**config.mk**
```make
export PLATFORM = sky130hd
export DESIGN_NAME = timestamped_queue_stale_drop_top_flat
export DESIGN_NICKNAME = d
export VERILOG_FILES = /design/src/rtl/tsq_pkg.sv /design/src/rtl/tsq_req_if.sv /design/src/rtl/tsq_rsp_if.sv /design/src/rtl/timestamped_queue_stale_drop_top.sv /design/src/rtl/tsq_store.sv /design/src/rtl/tsq_age.sv /design/src/flat_wrapper.sv
export SDC_FILE = /design/constraint.sdc
export NUM_CORES = 2
export LEC_CHECK = 0
export BUFFER_PORTS_ARGS = -buffer_cell sky130_fd_sc_hd__buf_2
export CELL_PAD_IN_SITES_DETAIL_PLACEMENT = 1
export CELL_PAD_IN_SITES_GLOBAL_PLACEMENT = 1
export CORE_MARGIN = 5
export CORE_UTILIZATION = 36
export CTS_CLUSTER_DIAMETER = 80
export DETAILED_ROUTE_END_ITERATION = 16
export PLACE_DENSITY_LB_ADDON = 0.15
export SLEW_MARGIN = 20
export SYNTH_ARGS = -nofsm -noshare
export SYNTH_HDL_FRONTEND = slang
export SYNTH_SLANG_ARGS = --single-unit
```
**constraint.sdc**
```tcl
create_clock -name clk -period 9.3 [get_ports clk]
set_input_delay 0.465 -clock clk [delete_from_list [all_inputs] [get_ports clk]]
set_output_delay 0.465 -clock clk [all_outputs]
set_load 0.01 [all_outputs]
```
**src/rtl/tsq_pkg.sv**
```systemverilog
package tsq_pkg;

  localparam int QUEUE_DEPTH  = 8;
  localparam int PAYLOAD_BITS = 32;

  localparam int SLOT_W  = $clog2(QUEUE_DEPTH);
  localparam int COUNT_W = $clog2(QUEUE_DEPTH + 1);
  localparam int TIME_W  = 64;
  localparam int AGE_W   = 32;
  localparam int LOST_W  = 32;
  localparam int FILL_W  = 4;
  localparam int PAY_W   = 32;

  localparam logic [SLOT_W-1:0]  LAST_SLOT  = SLOT_W'(QUEUE_DEPTH - 1);
  localparam logic [COUNT_W-1:0] FULL_COUNT = COUNT_W'(QUEUE_DEPTH);
  localparam logic [AGE_W-1:0]   AGE_RESET  = AGE_W'(100000);

  typedef enum logic {
    REQ_PUSH = 1'b0,
    REQ_POP  = 1'b1
  } req_kind_t;

  typedef enum logic [2:0] {
    S_IDLE,
    S_RD,
    S_CMP,
    S_DEC,
    S_FIN
  } state_t;

  // Outcome of the age check on one queue entry.
  typedef struct packed {
    logic newer;  // stamp lies after the horizon
    logic fresh;  // horizon - stamp within max_age
  } age_res_t;

  typedef struct packed {
    logic                    push_ok;
    logic                    found;
    logic [TIME_W-1:0]       out_time;
    logic [PAYLOAD_BITS-1:0] out_payload;
  } res_t;

  function automatic logic [SLOT_W-1:0] next_slot(input logic [SLOT_W-1:0] s);
    next_slot = (s == LAST_SLOT) ? '0 : s + SLOT_W'(1);
  endfunction

endpackage

```
**src/rtl/tsq_req_if.sv**
```systemverilog
interface tsq_req_if;
  logic                       valid;
  logic                       ready;
  logic                       req_type;
  logic [tsq_pkg::TIME_W-1:0] sample_time;
  logic [tsq_pkg::PAY_W-1:0]  sample_payload;
  logic [tsq_pkg::TIME_W-1:0] horizon_stamp;

  modport source (output valid, req_type, sample_time, sample_payload, horizon_stamp,
                  input ready);
  modport sink   (input valid, req_type, sample_time, sample_payload, horizon_stamp,
                  output ready);
endinterface

```
**src/rtl/tsq_rsp_if.sv**
```systemverilog
interface tsq_rsp_if;
  logic                       valid;
  logic                       ready;
  logic                       push_ok;
  logic                       found;
  logic [tsq_pkg::TIME_W-1:0] out_time;
  logic [tsq_pkg::PAY_W-1:0]  out_payload;
  logic [tsq_pkg::FILL_W-1:0] fill_level;
  logic [tsq_pkg::LOST_W-1:0] overflow_total;

  modport source (output valid, push_ok, found, out_time, out_payload, fill_level,
                  overflow_total, input ready);
  modport sink   (input valid, push_ok, found, out_time, out_payload, fill_level,
                  overflow_total, output ready);
endinterface

```
**src/rtl/timestamped_queue_stale_drop_top.sv**
```systemverilog
// Push, or pop on an empty queue: the request goes to the finish state, which loads the
//   output register once that is free. Pop: each examined entry passes the read, compare
//   and decide states, then the finish state; each entry costs a memory read, a registered
//   64-bit subtract in the age unit and one decide step.
// One request is worked on at a time. Reset (rst, synchronous, active high) empties the
//   queue, clears the overflow count and loads max_age with 100000; memory is not cleared.
module timestamped_queue_stale_drop_top (
  input  logic                      clk,
  input  logic                      rst,
  input  logic                      cfg_wr_en,
  input  logic [tsq_pkg::AGE_W-1:0] cfg_wr_data,
  tsq_req_if.sink                   req,
  tsq_rsp_if.source                 rsp
);

  tsq_pkg::state_t   state, state_next;
  tsq_pkg::age_res_t age_res;
  tsq_pkg::res_t     res;

  logic [tsq_pkg::SLOT_W-1:0]       ws;     // next slot to write
  logic [tsq_pkg::SLOT_W-1:0]       head;   // oldest occupied slot
  logic [tsq_pkg::COUNT_W-1:0]      count;
  logic [tsq_pkg::LOST_W-1:0]       lost;
  logic [tsq_pkg::AGE_W-1:0]        max_age;
  logic [tsq_pkg::TIME_W-1:0]       horizon;

  logic [tsq_pkg::TIME_W-1:0]       rd_time;
  logic [tsq_pkg::PAYLOAD_BITS-1:0] rd_pay;

  logic out_valid;
  logic take;       // request handshake
  logic do_push;
  logic pop_start;
  logic remove;     // drop head entry in decide step (stale or released)
  logic release_hit;
  logic load_out;
  logic is_full;

  assign take      = req.valid && req.ready;
  assign do_push   = take && (req.req_type == tsq_pkg::REQ_PUSH);
  assign pop_start = take && (req.req_type == tsq_pkg::REQ_POP);
  assign is_full   = (count == tsq_pkg::FULL_COUNT);

  // Entry storage: written on push, read at the head slot every cycle.
  tsq_store u_store (
    .clk   (clk),
    .we    (do_push),
    .waddr (ws),
    .wtime (req.sample_time),
    .wpay  (req.sample_payload[tsq_pkg::PAYLOAD_BITS-1:0]),
    .raddr (head),
    .rtime (rd_time),
    .rpay  (rd_pay)
  );

  // Shared age unit: one entry per pass.
  tsq_age u_age (
    .clk     (clk),
    .stamp   (rd_time),
    .horizon (horizon),
    .max_age (max_age),
    .res     (age_res)
  );

  // Next state.
  always_comb begin
    state_next = state;
    case (state)
      tsq_pkg::S_IDLE: begin
        if (pop_start && (count != '0)) state_next = tsq_pkg::S_RD;
        else if (take)                  state_next = tsq_pkg::S_FIN;
      end
      tsq_pkg::S_RD:  state_next = tsq_pkg::S_CMP;
      tsq_pkg::S_CMP: state_next = tsq_pkg::S_DEC;
      tsq_pkg::S_DEC: begin
        // Stop on a newer entry, a release, or the last stale entry.
        if (age_res.newer || age_res.fresh || (count == tsq_pkg::COUNT_W'(1)))
          state_next = tsq_pkg::S_FIN;
        else
          state_next = tsq_pkg::S_RD;
      end
      tsq_pkg::S_FIN: begin
        if (!out_valid || rsp.ready) state_next = tsq_pkg::S_IDLE;
      end
      default: state_next = tsq_pkg::S_IDLE;
    endcase
  end

  // Control outputs.
  always_comb begin
    req.ready   = (state == tsq_pkg::S_IDLE);
    remove      = (state == tsq_pkg::S_DEC) && !age_res.newer;
    release_hit = remove && age_res.fresh;
    load_out    = (state == tsq_pkg::S_FIN) && (!out_valid || rsp.ready);
  end

  always_ff @(posedge clk) begin
    if (rst) begin
      state   <= tsq_pkg::S_IDLE;
      ws      <= '0;
      head    <= '0;
      count   <= '0;
      lost    <= '0;
      max_age <= tsq_pkg::AGE_RESET;
    end else begin
      state <= state_next;
      if (cfg_wr_en) max_age <= cfg_wr_data;
      if (do_push) begin
        ws <= tsq_pkg::next_slot(ws);
        if (is_full) begin
          // Overwrite the oldest entry; saturate the loss count.
          head <= tsq_pkg::next_slot(head);
          if (lost != '1) lost <= lost + tsq_pkg::LOST_W'(1);
        end else begin
          count <= count + tsq_pkg::COUNT_W'(1);
        end
      end
      if (remove) begin
        head  <= tsq_pkg::next_slot(head);
        count <= count - tsq_pkg::COUNT_W'(1);
      end
    end
  end

  // Hold the horizon and build the result for the current request.
  always_ff @(posedge clk) begin
    if (take) begin
      horizon         <= req.horizon_stamp;
      res.push_ok     <= !(do_push && is_full);
      res.found       <= 1'b0;
      res.out_time    <= '0;
      res.out_payload <= '0;
    end else if (release_hit) begin
      res.found       <= 1'b1;
      res.out_time    <= rd_time;
      res.out_payload <= rd_pay;
    end
  end

  // Output register: lets the next request in while a result waits.
  always_ff @(posedge clk) begin
    if (rst) begin
      out_valid <= 1'b0;
    end else if (load_out) begin
      out_valid <= 1'b1;
    end else if (rsp.ready) begin
      out_valid <= 1'b0;
    end
  end

  always_ff @(posedge clk) begin
    if (load_out) begin
      rsp.push_ok        <= res.push_ok;
      rsp.found          <= res.found;
      rsp.out_time       <= res.out_time;
      rsp.out_payload    <= tsq_pkg::PAY_W'(res.out_payload);
      rsp.fill_level     <= tsq_pkg::FILL_W'(count);
      rsp.overflow_total <= lost;
    end
  end

  assign rsp.valid = out_valid;

  // Occupancy never exceeds the ring depth.
  a_count_range: assert property (@(posedge clk) disable iff (rst)
    count <= tsq_pkg::FULL_COUNT)
    else $error("entry count above queue depth");

  // An empty ring has its read and write slots together.
  a_empty_ptrs: assert property (@(posedge clk) disable iff (rst)
    (count == '0) |-> (ws == head))
    else $error("empty queue with split pointers");

  // A stale entry is dropped; the walk goes on unless it was the last one.
  a_stale_drop: assert property (@(posedge clk) disable iff (rst)
    (state == tsq_pkg::S_DEC && !age_res.newer && !age_res.fresh)
    |=> (count == $past(count) - tsq_pkg::COUNT_W'(1)))
    else $error("stale entry not dropped");

  // A returned sample never comes with a loss report.
  a_found_ok: assert property (@(posedge clk) disable iff (rst)
    (rsp.valid && rsp.found) |-> rsp.push_ok)
    else $error("found result flags a loss");

endmodule

```
**src/rtl/tsq_store.sv**
```systemverilog
module tsq_store (
  input  logic                             clk,
  input  logic                             we,
  input  logic [tsq_pkg::SLOT_W-1:0]       waddr,
  input  logic [tsq_pkg::TIME_W-1:0]       wtime,
  input  logic [tsq_pkg::PAYLOAD_BITS-1:0] wpay,
  input  logic [tsq_pkg::SLOT_W-1:0]       raddr,
  output logic [tsq_pkg::TIME_W-1:0]       rtime,
  output logic [tsq_pkg::PAYLOAD_BITS-1:0] rpay
);

  logic [tsq_pkg::TIME_W-1:0]       time_mem [tsq_pkg::QUEUE_DEPTH];
  logic [tsq_pkg::PAYLOAD_BITS-1:0] pay_mem  [tsq_pkg::QUEUE_DEPTH];

  always_ff @(posedge clk) begin
    if (we) begin
      time_mem[waddr] <= wtime;
      pay_mem[waddr]  <= wpay;
    end
  end

  always_ff @(posedge clk) begin
    rtime <= time_mem[raddr];
    rpay  <= pay_mem[raddr];
  end

endmodule

```
**src/rtl/tsq_age.sv**
```systemverilog
module tsq_age (
  input  logic                       clk,
  input  logic [tsq_pkg::TIME_W-1:0] stamp,
  input  logic [tsq_pkg::TIME_W-1:0] horizon,
  input  logic [tsq_pkg::AGE_W-1:0]  max_age,
  output tsq_pkg::age_res_t          res
);

  logic [tsq_pkg::TIME_W:0]   diff_full;
  logic                       borrow;
  logic [tsq_pkg::TIME_W-1:0] diff;

  assign diff_full = {1'b0, horizon} - {1'b0, stamp};

  // Register the wide subtract; compare against max_age afterwards.
  always_ff @(posedge clk) begin
    borrow <= diff_full[tsq_pkg::TIME_W];
    diff   <= diff_full[tsq_pkg::TIME_W-1:0];
  end

  always_comb begin
    res.newer = borrow;
    res.fresh = (diff[tsq_pkg::TIME_W-1:tsq_pkg::AGE_W] == '0)
                && (diff[tsq_pkg::AGE_W-1:0] <= max_age);
  end

endmodule
```
**src/flat_wrapper.sv**
```systemverilog
// flat-port wrapper written by rule: the top's interface ports become plain ports
module timestamped_queue_stale_drop_top_flat 
  (clk, rst, cfg_wr_en, cfg_wr_data, req_valid, req_req_type, req_sample_time, req_sample_payload, req_horizon_stamp, req_ready, rsp_valid, rsp_push_ok, rsp_found, rsp_out_time, rsp_out_payload, rsp_fill_level, rsp_overflow_total, rsp_ready);
  tsq_req_if req_i ();
  tsq_rsp_if rsp_i ();
  input  logic clk;
  input  logic rst;
  input  logic cfg_wr_en;
  input  logic [tsq_pkg::AGE_W-1:0] cfg_wr_data;
  input wire logic [$bits(req_i.valid)-1:0] req_valid;
  input wire logic [$bits(req_i.req_type)-1:0] req_req_type;
  input wire logic [$bits(req_i.sample_time)-1:0] req_sample_time;
  input wire logic [$bits(req_i.sample_payload)-1:0] req_sample_payload;
  input wire logic [$bits(req_i.horizon_stamp)-1:0] req_horizon_stamp;
  output wire logic [$bits(req_i.ready)-1:0] req_ready;
  output wire logic [$bits(rsp_i.valid)-1:0] rsp_valid;
  output wire logic [$bits(rsp_i.push_ok)-1:0] rsp_push_ok;
  output wire logic [$bits(rsp_i.found)-1:0] rsp_found;
  output wire logic [$bits(rsp_i.out_time)-1:0] rsp_out_time;
  output wire logic [$bits(rsp_i.out_payload)-1:0] rsp_out_payload;
  output wire logic [$bits(rsp_i.fill_level)-1:0] rsp_fill_level;
  output wire logic [$bits(rsp_i.overflow_total)-1:0] rsp_overflow_total;
  input wire logic [$bits(rsp_i.ready)-1:0] rsp_ready;
  assign req_i.valid = req_valid;
  assign req_i.req_type = req_req_type;
  assign req_i.sample_time = req_sample_time;
  assign req_i.sample_payload = req_sample_payload;
  assign req_i.horizon_stamp = req_horizon_stamp;
  assign req_ready = req_i.ready;
  assign rsp_valid = rsp_i.valid;
  assign rsp_push_ok = rsp_i.push_ok;
  assign rsp_found = rsp_i.found;
  assign rsp_out_time = rsp_i.out_time;
  assign rsp_out_payload = rsp_i.out_payload;
  assign rsp_fill_level = rsp_i.fill_level;
  assign rsp_overflow_total = rsp_i.overflow_total;
  assign rsp_i.ready = rsp_ready;
  timestamped_queue_stale_drop_top u_core (.clk(clk), .rst(rst), .cfg_wr_en(cfg_wr_en), .cfg_wr_data(cfg_wr_data), .req(req_i), .rsp(rsp_i));
endmodule
```
==> flow_metrics.env <==
export IMPL_count_of_cells_resized_by_post_cts_repair=0
export IMPL_post_route_period_util_pct=38.5
export IMPL_crit_type="reg2reg"
export IMPL_max_slew_vio_count=0
export IMPL_synth_top_family_by_area="multiplexers"
export IMPL_fraction_of_synthesis_flops_using_an_asynchronous_set_or_reset_pin_pct=0
export IMPL_drt_pass1_iter_count=4
export IMPL_ctsHtreeMaxLevel=4
export IMPL_maxCapViolations=0
export IMPL_post_synth_num_cell_types=77
export IMPL_final_net_count=3776
export IMPL_worstSetupStartpointType="flip-flop"
export IMPL_final_layout_size_suffix_gt1_share_pct=25.4
export IMPL_synth_edff_count=967
export IMPL_result_of_the_run="completed"
export IMPL_post_synth_fa_ha_maj_area_fraction_pct=2.71
export IMPL_worst_r2r_startpoint="u_core.state[0]"
export IMPL_worst_skew_pair_late_latency_ns=0.76
export IMPL_grt_setup_unrepaired="false"
export IMPL_fp_row_count=135
export IMPL_synth_cells_most_frequent="sky130_fd_sc_hd__edfxtp_1 (967), sky130_fd_sc_hd__dfxtp_1 (336), sky130_fd_sc_hd__mux4_2 (192)"
export IMPL_final_setup_viol_count=0
export IMPL_grt_pass1_vias=29667
export IMPL_total_wirelength_of_the_detailed_routed_design_um=131000
export IMPL_antenna_violating_nets_left=0
export IMPL_fin_worst_hold_slack_ns=0.149
export IMPL_dpl_cell_area_um2=52900
export IMPL_syn_to_final_growth_pct=21.6
export IMPL_clock_skew_ns=0.0199
export IMPL_cellPowerDensity_nw_per_um2=224
export IMPL_dieHeight_um=380
export IMPL_chipWidth_um=380
export IMPL_grt_ovfl_total=0
export IMPL_tritoncts="done"
export IMPL_timing_fmax_ghz=0.279
export IMPL_top_level_port_count=334
export IMPL_mappedNetlistArea_um2=49200
export IMPL_worstReg2RegEnd="u_core.u_store.pay_mem[5][22]"
export IMPL_sinks_on_clock_net=1303
export IMPL_fillCellCount=13141
export IMPL_clock_tree_buffer_depth=3
export IMPL_cts_buffers_inserted=146
export IMPL_initial_core_util_pct=36.3
export IMPL_post_dp_hpwl_um=82400
export IMPL_leakagePower_nw=21.0
export IMPL_count_of_buffers_from_port_buffering=333
export IMPL_cts_setup_buffers=0
export IMPL_crit_path_max_fanout=67
export IMPL_grt_max_degree=76
export IMPL_timing_critical_path_cells="nor3_2 > nand2_4 > inv_6 > nand2_1 > nor2_4 > buf_4"
export IMPL_drt_iter0_drc=1443
export IMPL_post_layout_total_power_w=0.0134
export IMPL_postSynthRegisterBits=1303
export IMPL_synthMuxAreaShare_pct=11.6
export IMPL_min_delay_path_depth=3
export IMPL_routed_via_count=27133
export IMPL_min_to="u_core.ws[2]"
export IMPL_finalWorstSetupSlack_ns=5.72
export IMPL_critPathMaxStageDelay_ns=0.76
export IMPL_wire_length_of_the_first_global_routing_pass_um=196000
export IMPL_synth_compound_area_share_pct=5.12
export IMPL_report_final_hold_viol_count=0
export IMPL_fp_coreArea_um2=136000
export IMPL_post_synth_top_area_share_pct=59.0
export IMPL_max_vdd_ir_drop_mv=0.145
export IMPL_synthesis_area_per_instance_um2=17.1
export IMPL_syn_nets=3187
export IMPL_worst_slew_pin_slew_ns=1.07
export IMPL_synthCells=2883
export IMPL_slew_limit_headroom_pct=28.5
export IMPL_synth_yosys_seq_area_share_pct=72.7
export IMPL_crit_slowest_cell="sky130_fd_sc_hd__buf_4"
export IMPL_postSynth_topFlopCell="sky130_fd_sc_hd__edfxtp_1"
export IMPL_finalCriticalPeriod_ns=3.58
export IMPL_stdcell_area_um2=59800
export IMPL_groute_usage_overall_pct=18.0
export IMPL_crit_arrival_ns=3.96
export IMPL_remaining_drc_errors=0
export IMPL_cts_root_buffer_cell="sky130_fd_sc_hd__clkbuf_16"
export IMPL_gp_congestion=0.813
export IMPL_min_from="req_req_type"
export IMPL_synth_most_common_cell="sky130_fd_sc_hd__edfxtp_1"
export IMPL_timing_critical_path_required_ns=9.68
export IMPL_avgViaCountPerCell=5.04
export IMPL_route_detailed_wl_per_inst_um=24.4
export IMPL_post_synth_and_or_nand_nor_area_fraction_pct=4.45
export IMPL_pre_cts_slack_ns=5.65
export IMPL_slack_of_the_worst_reg_to_reg_path_ns=5.72
export IMPL_yosysTopAreaCell="sky130_fd_sc_hd__edfxtp_1"
export IMPL_post_synth_xor_area_fraction_pct=1.50
export IMPL_grt_antenna_before_repair=25
export IMPL_ys_warn_count=0
export IMPL_tns_ns=0
export IMPL_timing_critical_path_to_type="flip-flop"
export IMPL_rr_worst_depth=6
export IMPL_most_area_consuming_cells_after_synthesis="sky130_fd_sc_hd__edfxtp_1 (59%), sky130_fd_sc_hd__dfxtp_1 (14%), sky130_fd_sc_hd__mux4_2 (8.8%), sky130_fd_sc_hd__ha_1 (2.7%), sky130_fd_sc_hd__mux2_2 (2.2%)"
export IMPL_hp_class="in2reg"
export IMPL_clkSlewWorstSetupHoldPaths_ns=0.06
export IMPL_die_area_um2=144000
==> placed cells by master (no fill, tap or decap), drive strengths merged, types with 9 or more instances in the layout <==
cell type    instances
a21o                41
a21oi              101
and3                11
buf                368
bufinv              14
clkbuf             206
clkinv              39
dfxtp              336
diode                9
dlygate4sd3        192
edfxtp             967
ha                 105
inv                138
mux2                96
mux2i               29
mux4               192
nand2              103
nand2b              11
nand3              126
nand4               25
nor2               105
nor3                19
nor4                11
o211ai              13
o21a                10
o21ai               86
o31ai               68
or3                 12
xnor2               50
xor2                34
==> sequential cells by signal, indices dropped and copies added, names as in the netlist, 64 cells and up <==
name                     count
u_core.u_age.diff           64
u_core.u_store.pay_mem     256
u_core.horizon              64
u_core.res                  98
u_core.u_store.time_mem    512
u_core.rsp.out_time         64
u_core.u_store.rtime        64
==> power breakdown <==
group / switching, W / total, W / internal [W]
Combinational: 0.000592 / 0.000976 / 0.000384
Clock: 0.00232 / 0.00584 / 0.00352
Sequential: 0.0000833 / 0.00656 / 0.00648
==> repair_timing <==
item                       CTS  global route
hold endpoints to repair   864             0
hold buffers               192             0
setup endpoints to repair    0             0
==> critical path: cells and delay by family (launching register included) <==
| family | cells | cell delay, ns |
|---|---|---|
| buffers and inverters | 2 | 1.25 |
| and+or+nand+nor | 4 | 1.44 |
| DFF | 1 | 0.36 |
==> metal layers <==
metal,share of wire [%],global-route usage (%),routed length (um)
met5,0.074,0,97
met1,45,24.1,58500
met4,2.1,4.82,2780
met2,49,30.1,64100
met3,4.4,3.75,5710
==> per-stage QoR <==
step	cells	util, %
floorplan	2883	-
global placement	4912	39.0
detailed placement	4912	39.0
CTS	5377	44.1
global route	5381	44.1
finish	5387	44.1
==> final cells by class <==
type,count,area [um2],area share [%]
diodes,9,22.5,0.0376
clock buffers,206,4150,6.93
flip-flops and latches,1303,35800,59.8
well taps,1781,2230,3.72
multi-input cells,1334,12500,21.0
clock inverters,67,764,1.28
repair buffers,560,3870,6.47
inverters,127,482,0.805
==> how the worst max path moves through the flow <==
stage,cells past startpoint,from,endpoint
floorplan,5,u_core.state[0],u_core.u_store.pay_mem[2][0]
finish,6,u_core.state[0],u_core.u_store.pay_mem[5][22]
global route,11,u_core.state[1],u_core.lost[31]
CTS,6,u_core.state[0],u_core.u_store.pay_mem[5][9]
detailed placement,6,u_core.state[0],u_core.u_store.pay_mem[5][25]
global placement,6,u_core.state[0],u_core.u_store.pay_mem[5][25]
==> cells by family after synthesis <==
| group | Yosys count |
|---|---|
| AOI/OAI and AO/OA | 377 |
| xor gates and xnor gates | 84 |
| adders and majority gates | 106 |
| buffers and inverters | 246 |
| DFF | 1303 |
| muxes | 317 |
| and+or+nand+nor | 450 |
Note: power is estimated with default switching activity, not from simulation.
